### config.mk
export PLATFORM = sky130hd
export DESIGN_NAME = rain_triggered_motor_alarm_ctrl
export DESIGN_NICKNAME = d
export VERILOG_FILES = /design/src/rtma_pkg.sv /design/src/rain_triggered_motor_alarm_ctrl.sv
export SDC_FILE = /design/constraint.sdc
export NUM_CORES = 1
export LEC_CHECK = 0
export BUFFER_PORTS_ARGS = -buffer_cell sky130_fd_sc_hd__buf_4
export CORE_MARGIN = 4
export CORE_UTILIZATION = 60
export DETAILED_ROUTE_END_ITERATION = 10
export GPL_ROUTABILITY_DRIVEN = 0
export PLACE_DENSITY = 0.81
export SLEW_MARGIN = 15
export SYNTH_ARGS = -nofsm -noshare
export SYNTH_HDL_FRONTEND = slang
export SYNTH_SLANG_ARGS = --single-unit
### constraint.sdc
create_clock -name clock -period 8 [get_ports clock]
set_input_delay 1.6 -clock clock [delete_from_list [all_inputs] [get_ports clock]]
set_output_delay 1.6 -clock clock [all_outputs]
set_load 0.02 [all_outputs]
### src/rtma_pkg.sv
// Types, constants and the tone table of the rain motor alarm controller
`default_nettype none

package rtma_pkg;

   localparam int unsigned NOTE_COUNT = 6;
   localparam int unsigned TONE_LEN   = 6;

   localparam int unsigned SAMPLE_W   = 10;
   localparam int unsigned TIMER_W    = 16;
   localparam int unsigned RUN_W      = 20;
   localparam int unsigned COUNT_W    = 8;
   localparam int unsigned NOTE_W     = 3;
   localparam int unsigned FREQ_W     = 10;
   localparam int unsigned CSR_ADDR_W = 3;
   localparam int unsigned CSR_DATA_W = 20;
   localparam int unsigned REQ_DATA_W = 24;
   localparam int unsigned RSP_DATA_W = 32;

   localparam logic [NOTE_W-1:0] LAST_NOTE = NOTE_W'(NOTE_COUNT - 1);

   localparam logic [SAMPLE_W-1:0] LIGHT_THRESHOLD_RST   = 10'd500;
   localparam logic [SAMPLE_W-1:0] RAIN_THRESHOLD_RST    = 10'd500;
   localparam logic [RUN_W-1:0]    MOTOR_MAX_MS_RST      = 20'd10000;
   localparam logic [COUNT_W-1:0]  REV_LIMIT_RST         = 8'd10;
   localparam logic [TIMER_W-1:0]  REV_PERIOD_MS_RST     = 16'd1000;
   localparam logic [TIMER_W-1:0]  NOTE_PERIOD_MS_RST    = 16'd2000;
   localparam logic [TIMER_W-1:0]  ALARM_DURATION_MS_RST = 16'd12000;
   localparam logic [COUNT_W-1:0]  MOTOR_DUTY_RST        = 8'd200;

   typedef enum logic [CSR_ADDR_W-1:0] {
      CSR_LIGHT_THRESHOLD   = 3'd0,
      CSR_RAIN_THRESHOLD    = 3'd1,
      CSR_MOTOR_MAX_MS      = 3'd2,
      CSR_REV_LIMIT         = 3'd3,
      CSR_REV_PERIOD_MS     = 3'd4,
      CSR_NOTE_PERIOD_MS    = 3'd5,
      CSR_ALARM_DURATION_MS = 3'd6,
      CSR_MOTOR_DUTY        = 3'd7
   } csr_index_type;

   typedef enum logic [1:0] {
      DIR_STOP    = 2'd0,
      DIR_FORWARD = 2'd1,
      DIR_REVERSE = 2'd2,
      DIR_UNUSED  = 2'd3
   } motor_dir_type;

   // result fields in tdata order, highest bit first
   typedef struct packed {
      logic [4:0]        pad;
      logic [FREQ_W-1:0] alarm_freq_hz;
      logic              alarm_on;
      logic              rain_lamp;
      logic              night_lamp;
      logic              day_lamp;
      logic              motor_two_on;
      logic [COUNT_W-1:0] motor_one_pwm;
      motor_dir_type     motor_one_dir;
      logic              raining;
      logic              light_present;
   } rsp_data_type;

   // indexes past the end of the table play the last tone
   function automatic logic [FREQ_W-1:0] tone_hz(input logic [NOTE_W-1:0] idx);
      logic [FREQ_W-1:0] hz;
      case (idx)
         3'd0:    hz = 10'd200;
         3'd1:    hz = 10'd250;
         3'd2:    hz = 10'd300;
         3'd3:    hz = 10'd350;
         3'd4:    hz = 10'd400;
         default: hz = 10'd450;
      endcase
      return hz;
   endfunction

endpackage

`default_nettype wire

### src/rain_triggered_motor_alarm_ctrl.sv
// A result is valid in the cycle after its tick transaction is accepted.
// Throughput: one tick per cycle; the next tick is taken while the result register
// drains, so only a stalled rsp side holds req_tready low.
// Reset (synchronous, active high): registers back to their defaults, motor one
// stopped and set forward, alarm silent, all timers and counters cleared.
`default_nettype none

module rain_triggered_motor_alarm_ctrl
   import rtma_pkg::*;
(
   input  wire logic                  clock,
   input  wire logic                  reset,
   // tdata: light_sample [9:0], rain_sample [19:10], zero fill [23:20]
   input  wire logic [REQ_DATA_W-1:0] req_tdata,
   input  wire logic                  req_tvalid,
   output logic                       req_tready,
   // tdata: light_present, raining, motor_one_dir[2], motor_one_pwm[8],
   // motor_two_on, day_lamp, night_lamp, rain_lamp, alarm_on, alarm_freq_hz[10]
   output logic [RSP_DATA_W-1:0]      rsp_tdata,
   output logic                       rsp_tvalid,
   input  wire logic                  rsp_tready,
   input  wire logic                  csr_we,
   input  wire logic [CSR_ADDR_W-1:0] csr_addr,
   input  wire logic [CSR_DATA_W-1:0] csr_wdata
);

   // configuration registers
   logic [SAMPLE_W-1:0] light_threshold_ff;
   logic [SAMPLE_W-1:0] rain_threshold_ff;
   logic [RUN_W-1:0]    motor_max_ms_ff;
   logic [COUNT_W-1:0]  rev_limit_ff;
   logic [TIMER_W-1:0]  rev_period_ms_ff;
   logic [TIMER_W-1:0]  note_period_ms_ff;
   logic [TIMER_W-1:0]  alarm_duration_ms_ff;
   logic [COUNT_W-1:0]  motor_duty_ff;

   // controller state
   logic               prev_rain_ff,     prev_rain_in;
   logic               motor_running_ff, motor_running_in;
   logic               motor_forward_ff, motor_forward_in;
   logic [COUNT_W-1:0] rev_count_ff,     rev_count_in;
   logic [TIMER_W-1:0] rev_timer_ff,     rev_timer_in;
   logic [RUN_W-1:0]   run_timer_ff,     run_timer_in;
   logic               alarm_active_ff,  alarm_active_in;
   logic [NOTE_W-1:0]  note_index_ff,    note_index_in;
   logic [TIMER_W-1:0] note_timer_ff,    note_timer_in;
   logic [TIMER_W-1:0] alarm_timer_ff,   alarm_timer_in;

   logic               rsp_valid_ff, rsp_valid_in;
   rsp_data_type       rsp_data_ff,  rsp_data_in;

   logic               req_fire;
   logic [SAMPLE_W-1:0] light_sample;
   logic [SAMPLE_W-1:0] rain_sample;
   logic               light;
   logic               rain;

   assign req_tready   = !rsp_valid_ff || rsp_tready;
   assign req_fire     = req_tvalid && req_tready;
   assign rsp_tvalid   = rsp_valid_ff;
   assign rsp_tdata    = rsp_data_ff;

   assign light_sample = req_tdata[SAMPLE_W-1:0];
   assign rain_sample  = req_tdata[2*SAMPLE_W-1:SAMPLE_W];
   assign light        = light_sample < light_threshold_ff;
   assign rain         = rain_sample > rain_threshold_ff;

   always_ff @(posedge clock) begin
      if (reset) begin
         light_threshold_ff   <= LIGHT_THRESHOLD_RST;
         rain_threshold_ff    <= RAIN_THRESHOLD_RST;
         motor_max_ms_ff      <= MOTOR_MAX_MS_RST;
         rev_limit_ff         <= REV_LIMIT_RST;
         rev_period_ms_ff     <= REV_PERIOD_MS_RST;
         note_period_ms_ff    <= NOTE_PERIOD_MS_RST;
         alarm_duration_ms_ff <= ALARM_DURATION_MS_RST;
         motor_duty_ff        <= MOTOR_DUTY_RST;
      end else if (csr_we) begin
         case (csr_index_type'(csr_addr))
            CSR_LIGHT_THRESHOLD:   light_threshold_ff   <= csr_wdata[SAMPLE_W-1:0];
            CSR_RAIN_THRESHOLD:    rain_threshold_ff    <= csr_wdata[SAMPLE_W-1:0];
            CSR_MOTOR_MAX_MS:      motor_max_ms_ff      <= csr_wdata[RUN_W-1:0];
            CSR_REV_LIMIT:         rev_limit_ff         <= csr_wdata[COUNT_W-1:0];
            CSR_REV_PERIOD_MS:     rev_period_ms_ff     <= csr_wdata[TIMER_W-1:0];
            CSR_NOTE_PERIOD_MS:    note_period_ms_ff    <= csr_wdata[TIMER_W-1:0];
            CSR_ALARM_DURATION_MS: alarm_duration_ms_ff <= csr_wdata[TIMER_W-1:0];
            CSR_MOTOR_DUTY:        motor_duty_ff        <= csr_wdata[COUNT_W-1:0];
            default: ;
         endcase
      end
   end

   // tick update: timers advance first, then edge handling, then period checks
   always_comb begin
      prev_rain_in     = rain;
      motor_running_in = motor_running_ff;
      motor_forward_in = motor_forward_ff;
      rev_count_in     = rev_count_ff;
      rev_timer_in     = rev_timer_ff;
      run_timer_in     = run_timer_ff;
      alarm_active_in  = alarm_active_ff;
      note_index_in    = note_index_ff;
      note_timer_in    = note_timer_ff;
      alarm_timer_in   = alarm_timer_ff;

      if (alarm_active_ff) begin
         if (note_timer_ff != '1)  note_timer_in  = note_timer_ff + 1'b1;
         if (alarm_timer_ff != '1) alarm_timer_in = alarm_timer_ff + 1'b1;
      end
      if (motor_running_ff) begin
         if (rev_timer_ff != '1) rev_timer_in = rev_timer_ff + 1'b1;
         if (run_timer_ff != '1) run_timer_in = run_timer_ff + 1'b1;
      end

      if (rain && !prev_rain_ff) begin
         alarm_active_in  = 1'b1;
         note_index_in    = '0;
         note_timer_in    = '0;
         alarm_timer_in   = '0;
         motor_running_in = 1'b1;
         motor_forward_in = 1'b1;
         rev_count_in     = '0;
         rev_timer_in     = '0;
         run_timer_in     = '0;
      end else if (!rain && prev_rain_ff) begin
         motor_running_in = 1'b1;
         motor_forward_in = 1'b0;
         rev_count_in     = '0;
         rev_timer_in     = '0;
         run_timer_in     = '0;
      end

      if (alarm_active_in) begin
         if (note_timer_in >= note_period_ms_ff) begin
            if (note_index_in < LAST_NOTE) note_index_in = note_index_in + 1'b1;
            note_timer_in = '0;
         end
         if (alarm_timer_in >= alarm_duration_ms_ff) alarm_active_in = 1'b0;
      end

      if (motor_running_in) begin
         if (rev_timer_in >= rev_period_ms_ff) begin
            if (rev_count_in != '1) rev_count_in = rev_count_in + 1'b1;
            rev_timer_in = '0;
         end
         if (run_timer_in >= motor_max_ms_ff || rev_count_in >= rev_limit_ff) begin
            motor_running_in = 1'b0;
         end
      end
   end

   always_comb begin
      rsp_data_in               = '0;
      rsp_data_in.light_present = light;
      rsp_data_in.raining       = rain;
      rsp_data_in.motor_one_dir = !motor_running_in ? DIR_STOP :
                                  (motor_forward_in ? DIR_FORWARD : DIR_REVERSE);
      rsp_data_in.motor_one_pwm = motor_running_in ? motor_duty_ff : '0;
      rsp_data_in.motor_two_on  = rain;
      rsp_data_in.day_lamp      = light;
      rsp_data_in.night_lamp    = !light;
      rsp_data_in.rain_lamp     = rain;
      rsp_data_in.alarm_on      = alarm_active_in;
      rsp_data_in.alarm_freq_hz = alarm_active_in ? tone_hz(note_index_in) : '0;
   end

   always_comb begin
      rsp_valid_in = rsp_valid_ff;
      if (req_fire)        rsp_valid_in = 1'b1;
      else if (rsp_tready) rsp_valid_in = 1'b0;
   end

   always_ff @(posedge clock) begin
      if (reset) begin
         prev_rain_ff     <= 1'b0;
         motor_running_ff <= 1'b0;
         motor_forward_ff <= 1'b1;
         rev_count_ff     <= '0;
         rev_timer_ff     <= '0;
         run_timer_ff     <= '0;
         alarm_active_ff  <= 1'b0;
         note_index_ff    <= '0;
         note_timer_ff    <= '0;
         alarm_timer_ff   <= '0;
         rsp_valid_ff     <= 1'b0;
      end else begin
         rsp_valid_ff <= rsp_valid_in;
         if (req_fire) begin
            prev_rain_ff     <= prev_rain_in;
            motor_running_ff <= motor_running_in;
            motor_forward_ff <= motor_forward_in;
            rev_count_ff     <= rev_count_in;
            rev_timer_ff     <= rev_timer_in;
            run_timer_ff     <= run_timer_in;
            alarm_active_ff  <= alarm_active_in;
            note_index_ff    <= note_index_in;
            note_timer_ff    <= note_timer_in;
            alarm_timer_ff   <= alarm_timer_in;
         end
      end
   end

   // result payload, loaded on each accepted tick
   always_ff @(posedge clock) begin
      if (req_fire) rsp_data_ff <= rsp_data_in;
   end

endmodule

`default_nettype wire

==> results of run 1 <==
power by group through the flow:
stage          Combinational [mW]  Clock, mW  Sequential (mW)
6_report                    0.265       1.18             1.11
5_1_grt                     0.291       1.24             1.11
4_1_cts                     0.264       1.19             1.11
3_5_place_dp                0.261          0             1.13
3_3_place_gp                0.255          0             1.13
2_1_floorplan               0.168          0             1.14
area by class of cell:
| cell class | instances | area [µm²] | area share |
|---|---|---|---|
| Multi-Input combinational cell | 1138 | 7110 | 0.515 |
| Timing Repair Buffer | 86 | 646 | 0.0468 |
| Clock inverter | 8 | 124 | 0.00898 |
| Sequential cell | 210 | 4420 | 0.321 |
| Clock buffer | 36 | 737 | 0.0534 |
| Inverter | 111 | 417 | 0.0302 |
| Tap cell | 270 | 338 | 0.0245 |
worst max-delay path: stages:
cell	delay (ps)
buf_4	130
ha_1	300
a21oi_1	180
o21ai_2	100
a2111oi_4	500
or2_1	180
and3_1	200
buf_4	180
o21ai_1	70
a31oi_1	260
ha_1	310
a21o_1	160
a21o_1	180
a21oi_1	140
o21ai_0	100
a21o_1	320
o21ai_0	240
mux2_2	400
ha_1	270
a21o_1	160
a21o_1	170
a21oi_1	130
nor2b_1	60
o2111ai_1	160
and4_1	480
and2_1	190
per-layer routing:
layer	routed length, µm	up-vias	GRT usage
li1	-	5402	-
met1	13300	5197	0.356
met2	15100	374	0.458
met3	1840	80	0.0323
met4	1200	0	0.117
met5	0	-	0
through the flow:
stage / power, mW / hold slack [ps] / instances
after floorplan: 1.31 / 429 / 1553
after global placement: 1.39 / 440 / 1815
after detailed placement: 1.40 / 446 / 1815
after CTS: 2.57 / 455 / 1859
after global routing: 2.65 / 469 / 1859
final: 2.56 / 455 / 1859
how the worst min path moves through the flow:
stage                                      start                                 to  slack [ps]  cells after the start
5_1_grt          motor_max_ms_ff[5]$_SDFFE_PP0P_    motor_max_ms_ff[5]$_SDFFE_PP0P_         470                      2
3_5_place_dp       motor_duty_ff[6]$_SDFFE_PP1P_      motor_duty_ff[6]$_SDFFE_PP1P_         450                      2
3_3_place_gp       motor_duty_ff[0]$_SDFFE_PP0P_      motor_duty_ff[0]$_SDFFE_PP0P_         440                      2
2_1_floorplan      motor_duty_ff[6]$_SDFFE_PP1P_      motor_duty_ff[6]$_SDFFE_PP1P_         430                      2
4_1_cts        rev_period_ms_ff[11]$_SDFFE_PP0P_  rev_period_ms_ff[11]$_SDFFE_PP0P_         460                      2
6_report        motor_max_ms_ff[11]$_SDFFE_PP0P_   motor_max_ms_ff[11]$_SDFFE_PP0P_         450                      2
cells in the final DEF (no fill, tap or decap), types with 29 or more instances in the layout:
master	Yosys	layout
o21ai_0	32	32
nand3_1	49	49
a21o_1	31	31
ha_1	101	101
buf_4	10	86
inv_1	109	109
xor2_1	29	29
nand2_1	218	217
a211o_1	41	41
dfxtp_1	188	188
nor2_1	177	177
a21oi_1	144	144
cells by family (layout without fill, tap and decap cells):
| family | Yosys count | after routing | share of synthesized area |
|---|---|---|---|
| compound gates | 363 | 363 | 0.200 |
| xor+xnor | 51 | 51 | 0.0362 |
| fa+ha+maj | 101 | 101 | 0.103 |
| buf+inv | 205 | 241 | 0.0677 |
| flops | 210 | 210 | 0.359 |
| mux | 14 | 14 | 0.0117 |
| other cells | 1 | 7 | 0.000304 |
| simple gates | 602 | 602 | 0.222 |
state kept, by name, summed over array words and instances, names as in the netlist, 16 cells and up:
name / flops
rev_period_ms_ff: 16
note_timer_ff: 16
rev_timer_ff: 16
alarm_timer_ff: 16
motor_max_ms_ff: 20
run_timer_ff: 20
alarm_duration_ms_ff: 16
rsp_tdata: 22
note_period_ms_ff: 16
==> flow_summary.json, run 1 <==
{
  "io_pins": 86,
  "ys_warn_count": 0,
  "antenna_found_initial": 0,
  "async_flop_share": 0,
  "drv_slew": 0,
  "synth_flop_cell": "dfxtp_1",
  "initial_core_util": 0.609,
  "dp_hpwl_um": 21400,
  "fillers": 1655,
  "cts_sinks": 210,
  "max_slew_margin": 0.217,
  "cap_viol_max_count": 0,
  "netlist_area_um2": 12300,
  "intPower_mw": 1.92,
  "post-cts-setup-buffers": 0,
  "arrival_ps": 7180,
  "die_y_um": 151,
  "final_antenna_net_count": 0,
  "ys_seq_area_frac": 0.359,
  "power_frac_seq": 0.435,
  "cts_tree": "done",
  "fin_util": 0.682,
  "synth_most_common_cell": "nand2_1",
  "startpoint_type": "input port",
  "synth.largest_area_cell": "dfxtp_1",
  "vias_per_cell": 5.95,
  "drt-total-wl_um": 31400,
  "rsz0062_at_grt": "no",
  "synthTopCellsByCount": "nand2_1, dfxtp_1, nor2_1",
  "hold_viol_final": 0,
  "timing.rr.start": "rain_threshold_ff[3]$_SDFFE_PP0P_",
  "core_area_um2": 20200,
  "grt_max_degree": 106,
  "reg2reg_depth": 26,
  "synth_edf_count": 22,
  "cts_root_buf": "clkbuf_16",
  "fin_worst_skew_ps": 14.8,
  "synthToLayoutAreaGrowth_pct": 11.9,
  "path_max_fanout": 14,
  "num_vias": 11100,
  "clk_pin_slew_ps": 60,
  "postPlaceCellArea_um2": 12900,
  "fin_ws_ps": 1210,
  "dp_slack_ps": 729,
  "pwr-share-comb": 0.104,
  "worst_slew_pin_slew_ps": 1170,
  "r2r_slack_ps": 2010,
  "cp-end-kind": "flop",
  "endpoint": "rsp_tdata[9]$_SDFFCE_PN0P_",
  "fin_crit_sh": 0.849,
  "track_usage": 0.273,
  "fin_tns_setup_ps": 0,
  "p_sw_uw": 639,
  "path_class": "input port to flop",
  "postSynthAreaPerCell_um2": 7.97,
  "status": "finished clean",
  "h-tree-depth": 1,
  "required_ps": 8390,
  "p_per_area_nw_per_um2": 185,
  "dieWidth_um": 151,
  "nets": 1724,
  "num_rows": 52,
  "finalSetupViolCount": 0,
  "switching_share": 0.250,
  "final_area_um2": 13800,
  "layout-drive-gt1-share": 0.0950,
  "hold_path_class": "flop to flop",
  "drt-initial-drc-count": 894,
  "diodes": 0,
  "clkLatencyLatePin_ps": 520,
  "wire_per_inst_um": 16.9,
  "cts.repair.resized": 0,
  "cp-startpoint": "req_tdata[13]",
  "grt_pass1_vias": 10200,
  "ys_seq_elements": 210,
  "drc": 0,
  "ys_types": 75,
  "cts_hold_buffers": 0,
  "firstDrtPassIters": 5,
  "vdd_drop_max_uv": 166,
  "syn_inst": 1547,
  "numCtsBuffers": 24,
  "fin_crit_ps": 6790,
  "grt_pass1_wl_um": 50800,
  "clkPwrFrac": 0.461,
  "dieArea_um2": 22900,
  "clk_path_buf_depth": 3,
  "reg2reg_to": "rsp_tdata[9]$_SDFFCE_PN0P_",
  "p_leak_nw": 5.70,
  "synth_top_area_share": 0.305,
  "overflow": 0,
  "synth_area_leaders": "dfxtp_1, ha_1, nand2_1, a21oi_1, nor2_1",
  "fmax_mhz": 147,
  "io_buffers": 74
}
Power figures use the tool's default switching activity.
==> run 2, diff against run 1 <==
ABC_AREA = 1   (was not set)
clock period = 6.75 ns   (was 8 ns; I/O delays follow)
==> flow_summary.json, run 2 <==
{
  "final_common_cell": "nand2_1",
  "cts_root_buf": "clkbuf_16",
  "clkLatencyLatePin_ps": 510,
  "ys_types": 58,
  "io_pins": 86,
  "ys_warn_count": 0,
  "numCtsBuffers": 23,
  "required_ps": 7100,
  "drt-total-wl_um": 29800,
  "antenna_found_initial": 0,
  "p_leak_nw": 6.25,
  "syn_inst": 1695,
  "layout-drive-gt1-share": 0.101,
  "drv_slew": 0,
  "switching_share": 0.282,
  "grt_max_degree": 114,
  "final_cell_mix": "nand2_1, inv_1, dfxtp_1",
  "hold_path_class": "flop to flop",
  "fin_tns_setup_ps": 0,
  "rsz0062_at_grt": "no",
  "cts.repair.resized": 0,
  "synthToLayoutAreaGrowth_pct": 10.9,
  "netlist_area_um2": 12300,
  "reg2reg_depth": 29,
  "fin_crit_ps": 6110,
  "initial_core_util": 0.609,
  "min_path_cells": 2,
  "core_area_um2": 20200,
  "fin_crit_sh": 0.905,
  "hold_viol_final": 0,
  "postSynthAreaPerCell_um2": 7.27,
  "finalSetupViolCount": 0,
  "fin_worst_skew_ps": 17.3,
  "ys_seq_elements": 210,
  "grt_pass1_vias": 10400,
  "path_class": "input port to flop",
  "num_rows": 52,
  "cts_sinks": 210,
  "firstDrtPassIters": 5,
  "num_vias": 11000,
  "fmax_mhz": 164,
  "max_slew_margin": 0.269,
  "power_frac_seq": 0.449,
  "vias_per_cell": 5.45,
  "vdd_drop_max_uv": 162,
  "synth_flop_cell": "dfxtp_1",
  "async_flop_share": 0,
  "startpoint_type": "input port",
  "clk_path_buf_depth": 3,
  "synth_most_common_cell": "nand2_1",
  "path_max_fanout": 22,
  "p_per_area_nw_per_um2": 223,
  "drc": 0,
  "track_usage": 0.264,
  "synth.largest_area_cell": "dfxtp_1",
  "cts_tree": "done",
  "clk_pin_slew_ps": 60,
  "arrival_ps": 6450,
  "diodes": 0,
  "slowest_delay_ps": 450,
  "slowest_stage": "nand4_1",
  "p_sw_uw": 857,
  "largest_reg_flops": 22,
  "intPower_mw": 2.18,
  "die_y_um": 151,
  "fin_hold_ws_ps": 456,
  "ys_seq_area_frac": 0.359,
  "status": "finished clean",
  "final_antenna_net_count": 0,
  "timing.critical_path.mode_cell": "nand2_1",
  "worst_slew_pin_slew_ps": 1100,
  "cts_hold_buffers": 0,
  "dieArea_um2": 22900,
  "grt_pass1_wl_um": 49700,
  "drt-initial-drc-count": 679,
  "synth_edf_count": 22,
  "pwr-share-comb": 0.153,
  "synth_top_area_share": 0.305,
  "h-tree-depth": 1,
  "nets": 1887,
  "synthTopCellsByCount": "nand2_1, inv_1, dfxtp_1",
  "post-cts-setup-buffers": 0,
  "io_buffers": 74,
  "wire_per_inst_um": 14.7,
  "clkPwrFrac": 0.398,
  "cap_viol_max_count": 0,
  "overflow": 0,
  "synth_area_leaders": "dfxtp_1, ha_1, nand2_1, inv_1, a21oi_1",
  "fillers": 1733,
  "dieWidth_um": 151,
  "dp_hpwl_um": 20800,
  "cp-end-kind": "flop"
}
## run 2: cell types whose count changed after synthesis, sizes merged, moves of 31 or more
cell,previous run,this run
inv,110,280
o21ai,36,138
nand2,218,316
o211ai,5,47
a211o,41,0
a21oi,145,186
a21o,31,0
nor2,178,147
## run 2: cell type report
type | count | area (µm²) | share of cell area
multi-input combinational | 1137 | 6530 | 0.478
tap | 270 | 338 | 0.0247
timing repair buffer | 81 | 608 | 0.0445
clock buffer | 27 | 591 | 0.0432
sequential | 210 | 4420 | 0.324
clock inverter | 14 | 123 | 0.00897
inverter | 281 | 1060 | 0.0773
## run 2: kinds of logic (layout without fill, tap and decap cells)
kind of cell               count (synthesis)  in the layout  synth area share
DFF                                      210            210             0.359
AOI/OAI and AO/OA                        405            405             0.185
other                                      1              7          0.000304
xor gates and xnor gates                  39             39            0.0292
and+or+nand+nor                          585            585             0.211
adders and majority gates                101            101             0.103
buffers and inverters                    354            403             0.113
## run 2: through the flow
| stage | std cells | instance area (µm²) | power [mW] | setup slack (ps) | utilization |
|---|---|---|---|---|---|
| 2_1_floorplan | 1701 | 12300 | 1.71 | 1190 | - |
| 3_3_place_gp | 1979 | 13000 | 1.83 | 308 | 0.640 |
| 3_5_place_dp | 1979 | 13000 | 1.85 | 187 | 0.640 |
| 4_1_cts | 2020 | 13700 | 3.06 | 659 | 0.675 |
| 5_1_grt | 2020 | 13700 | 3.18 | 141 | 0.675 |
| 6_report | 2020 | 13700 | 3.04 | 643 | 0.675 |
## run 2: worst max-delay path: cells and delay by family
family | cells | cell delay (ps)
compound gates | 9 | 1450
fa+ha+maj | 3 | 900
buf+inv | 2 | 170
simple gates | 15 | 2550
## run 2: final timing paths
kind,start,to,slack [ps]
worst max-delay path,req_tdata[19],rsp_tdata[3]$_SDFFCE_PN0P_,640
worst min-delay path,light_threshold_ff[0]$_SDFFE_PP0P_,light_threshold_ff[0]$_SDFFE_PP0P_,460
worst max register to register,rain_threshold_ff[9]$_SDFFE_PP0P_,rsp_tdata[3]$_SDFFCE_PN0P_,1230
worst min register to register,light_threshold_ff[0]$_SDFFE_PP0P_,light_threshold_ff[0]$_SDFFE_PP0P_,460
## run 2: power by group through the flow
stage / Clock, mW / Sequential, mW / Combinational [mW]
global placement: 0 / 1.39 / 0.444
detailed placement: 0 / 1.39 / 0.461
CTS: 1.23 / 1.36 / 0.464
finish: 1.21 / 1.37 / 0.465
global route: 1.29 / 1.37 / 0.524
floorplan: 0 / 1.40 / 0.312
## run 2: routing by layer
| layer | vias up | global-route usage | wire length, µm |
|---|---|---|---|
| met5 | - | 0 | 0 |
| met4 | 0 | 0.0725 | 757 |
| met3 | 52 | 0.0251 | 1170 |
| met2 | 239 | 0.477 | 14800 |
| met1 | 5101 | 0.336 | 13100 |
| li1 | 5610 | - | - |
==> run 3, diff against run 2 <==
CORE_ASPECT_RATIO = 0.5   (was not set)
==> flow_summary.json, run 3 (synthesis results as in run 2) <==
{
  "path_buf_inv": 3,
  "vias_per_cell": 5.61,
  "clkLatencyLatePin_ps": 500,
  "fmax_mhz": 169,
  "post-cts-setup-buffers": 0,
  "firstDrtPassIters": 6,
  "dieArea_um2": 23000,
  "final_common_cell": "nand2_1",
  "numCtsBuffers": 20,
  "diodes": 0,
  "fin_crit_sh": 0.874,
  "finalSetupViolCount": 0,
  "wire_per_inst_um": 15.8,
  "drt-initial-drc-count": 909,
  "arrival_ps": 6140,
  "largest_reg_flops": 22,
  "timing.critical_path.mode_cell": "nand2_1",
  "initial_core_util": 0.622,
  "cts_tree": "done",
  "path_class": "input port to flop",
  "cts_root_buf": "clkbuf_16",
  "required_ps": 6990,
  "layout-drive-gt1-share": 0.101,
  "grt_pass1_vias": 11100,
  "p_per_area_nw_per_um2": 223,
  "cts_sinks": 210,
  "clk_pin_slew_ps": 70,
  "cts_hold_buffers": 0,
  "drc": 0,
  "vdd_drop_max_uv": 127,
  "die_y_um": 109,
  "fin_tns_setup_ps": 0,
  "dp_hpwl_um": 22700,
  "worst_slew_pin_slew_ps": 1090,
  "final_antenna_net_count": 0,
  "fin_worst_skew_ps": 13.2,
  "io_pins": 86,
  "hold_path_class": "flop to flop",
  "path_max_fanout": 17,
  "grt_pass1_wl_um": 53100,
  "final_cell_mix": "nand2_1, inv_1, dfxtp_1",
  "slowest_delay_ps": 420,
  "overflow": 0,
  "drv_slew": 0,
  "fin_crit_ps": 5900,
  "hold_viol_final": 0,
  "max_slew_margin": 0.271,
  "h-tree-depth": 1,
  "io_buffers": 74,
  "grt_max_degree": 99,
  "p_leak_nw": 6.26,
  "fin_hold_ws_ps": 460,
  "slowest_stage": "nand3_1",
  "num_rows": 36,
  "nets": 1886,
  "rsz0062_at_grt": "no",
  "dieWidth_um": 211,
  "num_vias": 11300,
  "fin_util": 0.689,
  "core_area_um2": 19800,
  "track_usage": 0.280,
  "startpoint_type": "input port",
  "clk_path_buf_depth": 3,
  "cap_viol_max_count": 0,
  "cts.repair.resized": 0,
  "status": "finished clean",
  "cp-end-kind": "flop",
  "antenna_found_initial": 0,
  "critPathTopFamily": "simple AND/OR/NAND/NOR gates",
  "synthToLayoutAreaGrowth_pct": 10.8,
  "drt-total-wl_um": 31700
}
[run 3: cell types whose count changed in the layout (fill, tap and decap cells not counted)]
cell,change
clkinv_2,-3
bufinv_16,+1
buf_4,+2
clkbuf_16,-2
clkinvlp_4,-2
clkinv_1,-2
clkbuf_1,-1
clkbuf_8,+2
inv_4,+1
[run 3: power by group]
| part | total (mW) | switching [mW] | internal, mW |
|---|---|---|---|
| logic | 0.488 | 0.326 | 0.162 |
| clock network | 1.20 | 0.493 | 0.704 |
| registers | 1.36 | 0.0354 | 1.33 |
[run 3: layout make-up]
type | count | area (µm²)
flip-flops and latches | 210 | 4420
repair buffers | 83 | 623
clock buffers | 26 | 564
multi-input cells | 1137 | 6530
well taps | 266 | 333
fillers | 1621 | 6170
clock inverters | 9 | 120
inverters | 281 | 1060
[run 3: worst register-to-register path: cells and delay by family (launching register included)]
family	cells	cell delay, ps
AO/OA/AOI/OAI	9	1480
adder cells (fa/ha/maj)	3	910
buffers and inverters	3	330
flip-flops	1	310
AND/OR/NAND/NOR	15	2020
[run 3: worst paths after layout]
check | start | endpoint | cells after the start | slack (ps)
worst max-delay path | req_tdata[15] | rsp_tdata[2]$_SDFFCE_PN0P_ | 30 | 850
worst min-delay path | motor_max_ms_ff[2]$_SDFFE_PP0P_ | motor_max_ms_ff[2]$_SDFFE_PP0P_ | 2 | 460
worst max register to register | rain_threshold_ff[5]$_SDFFE_PP1P_ | rsp_tdata[2]$_SDFFCE_PN0P_ | 30 | 1450
worst min register to register | motor_max_ms_ff[2]$_SDFFE_PP0P_ | motor_max_ms_ff[2]$_SDFFE_PP0P_ | 2 | 460
[run 3: metrics by stage]
step	cell area, µm²	std cells	setup WS, ps	power (mW)
after floorplan	12300	1701	1190	1.71
final	13600	2012	848	3.05
after CTS	13600	2012	914	3.05
after detailed placement	13000	1977	471	1.86
after global placement	13000	1977	600	1.84
after global routing	13600	2012	501	3.17
[run 3: routing by layer]
| layer | up-vias | part of all wire | GRT usage |
|---|---|---|---|
| met3 | 74 | 0.087 | 0.0547 |
| met2 | 400 | 0.47 | 0.482 |
| met4 | 0 | 0.023 | 0.0772 |
| li1 | 5608 | - | - |
| met5 | - | 0 | 0 |
| met1 | 5203 | 0.42 | 0.365 |
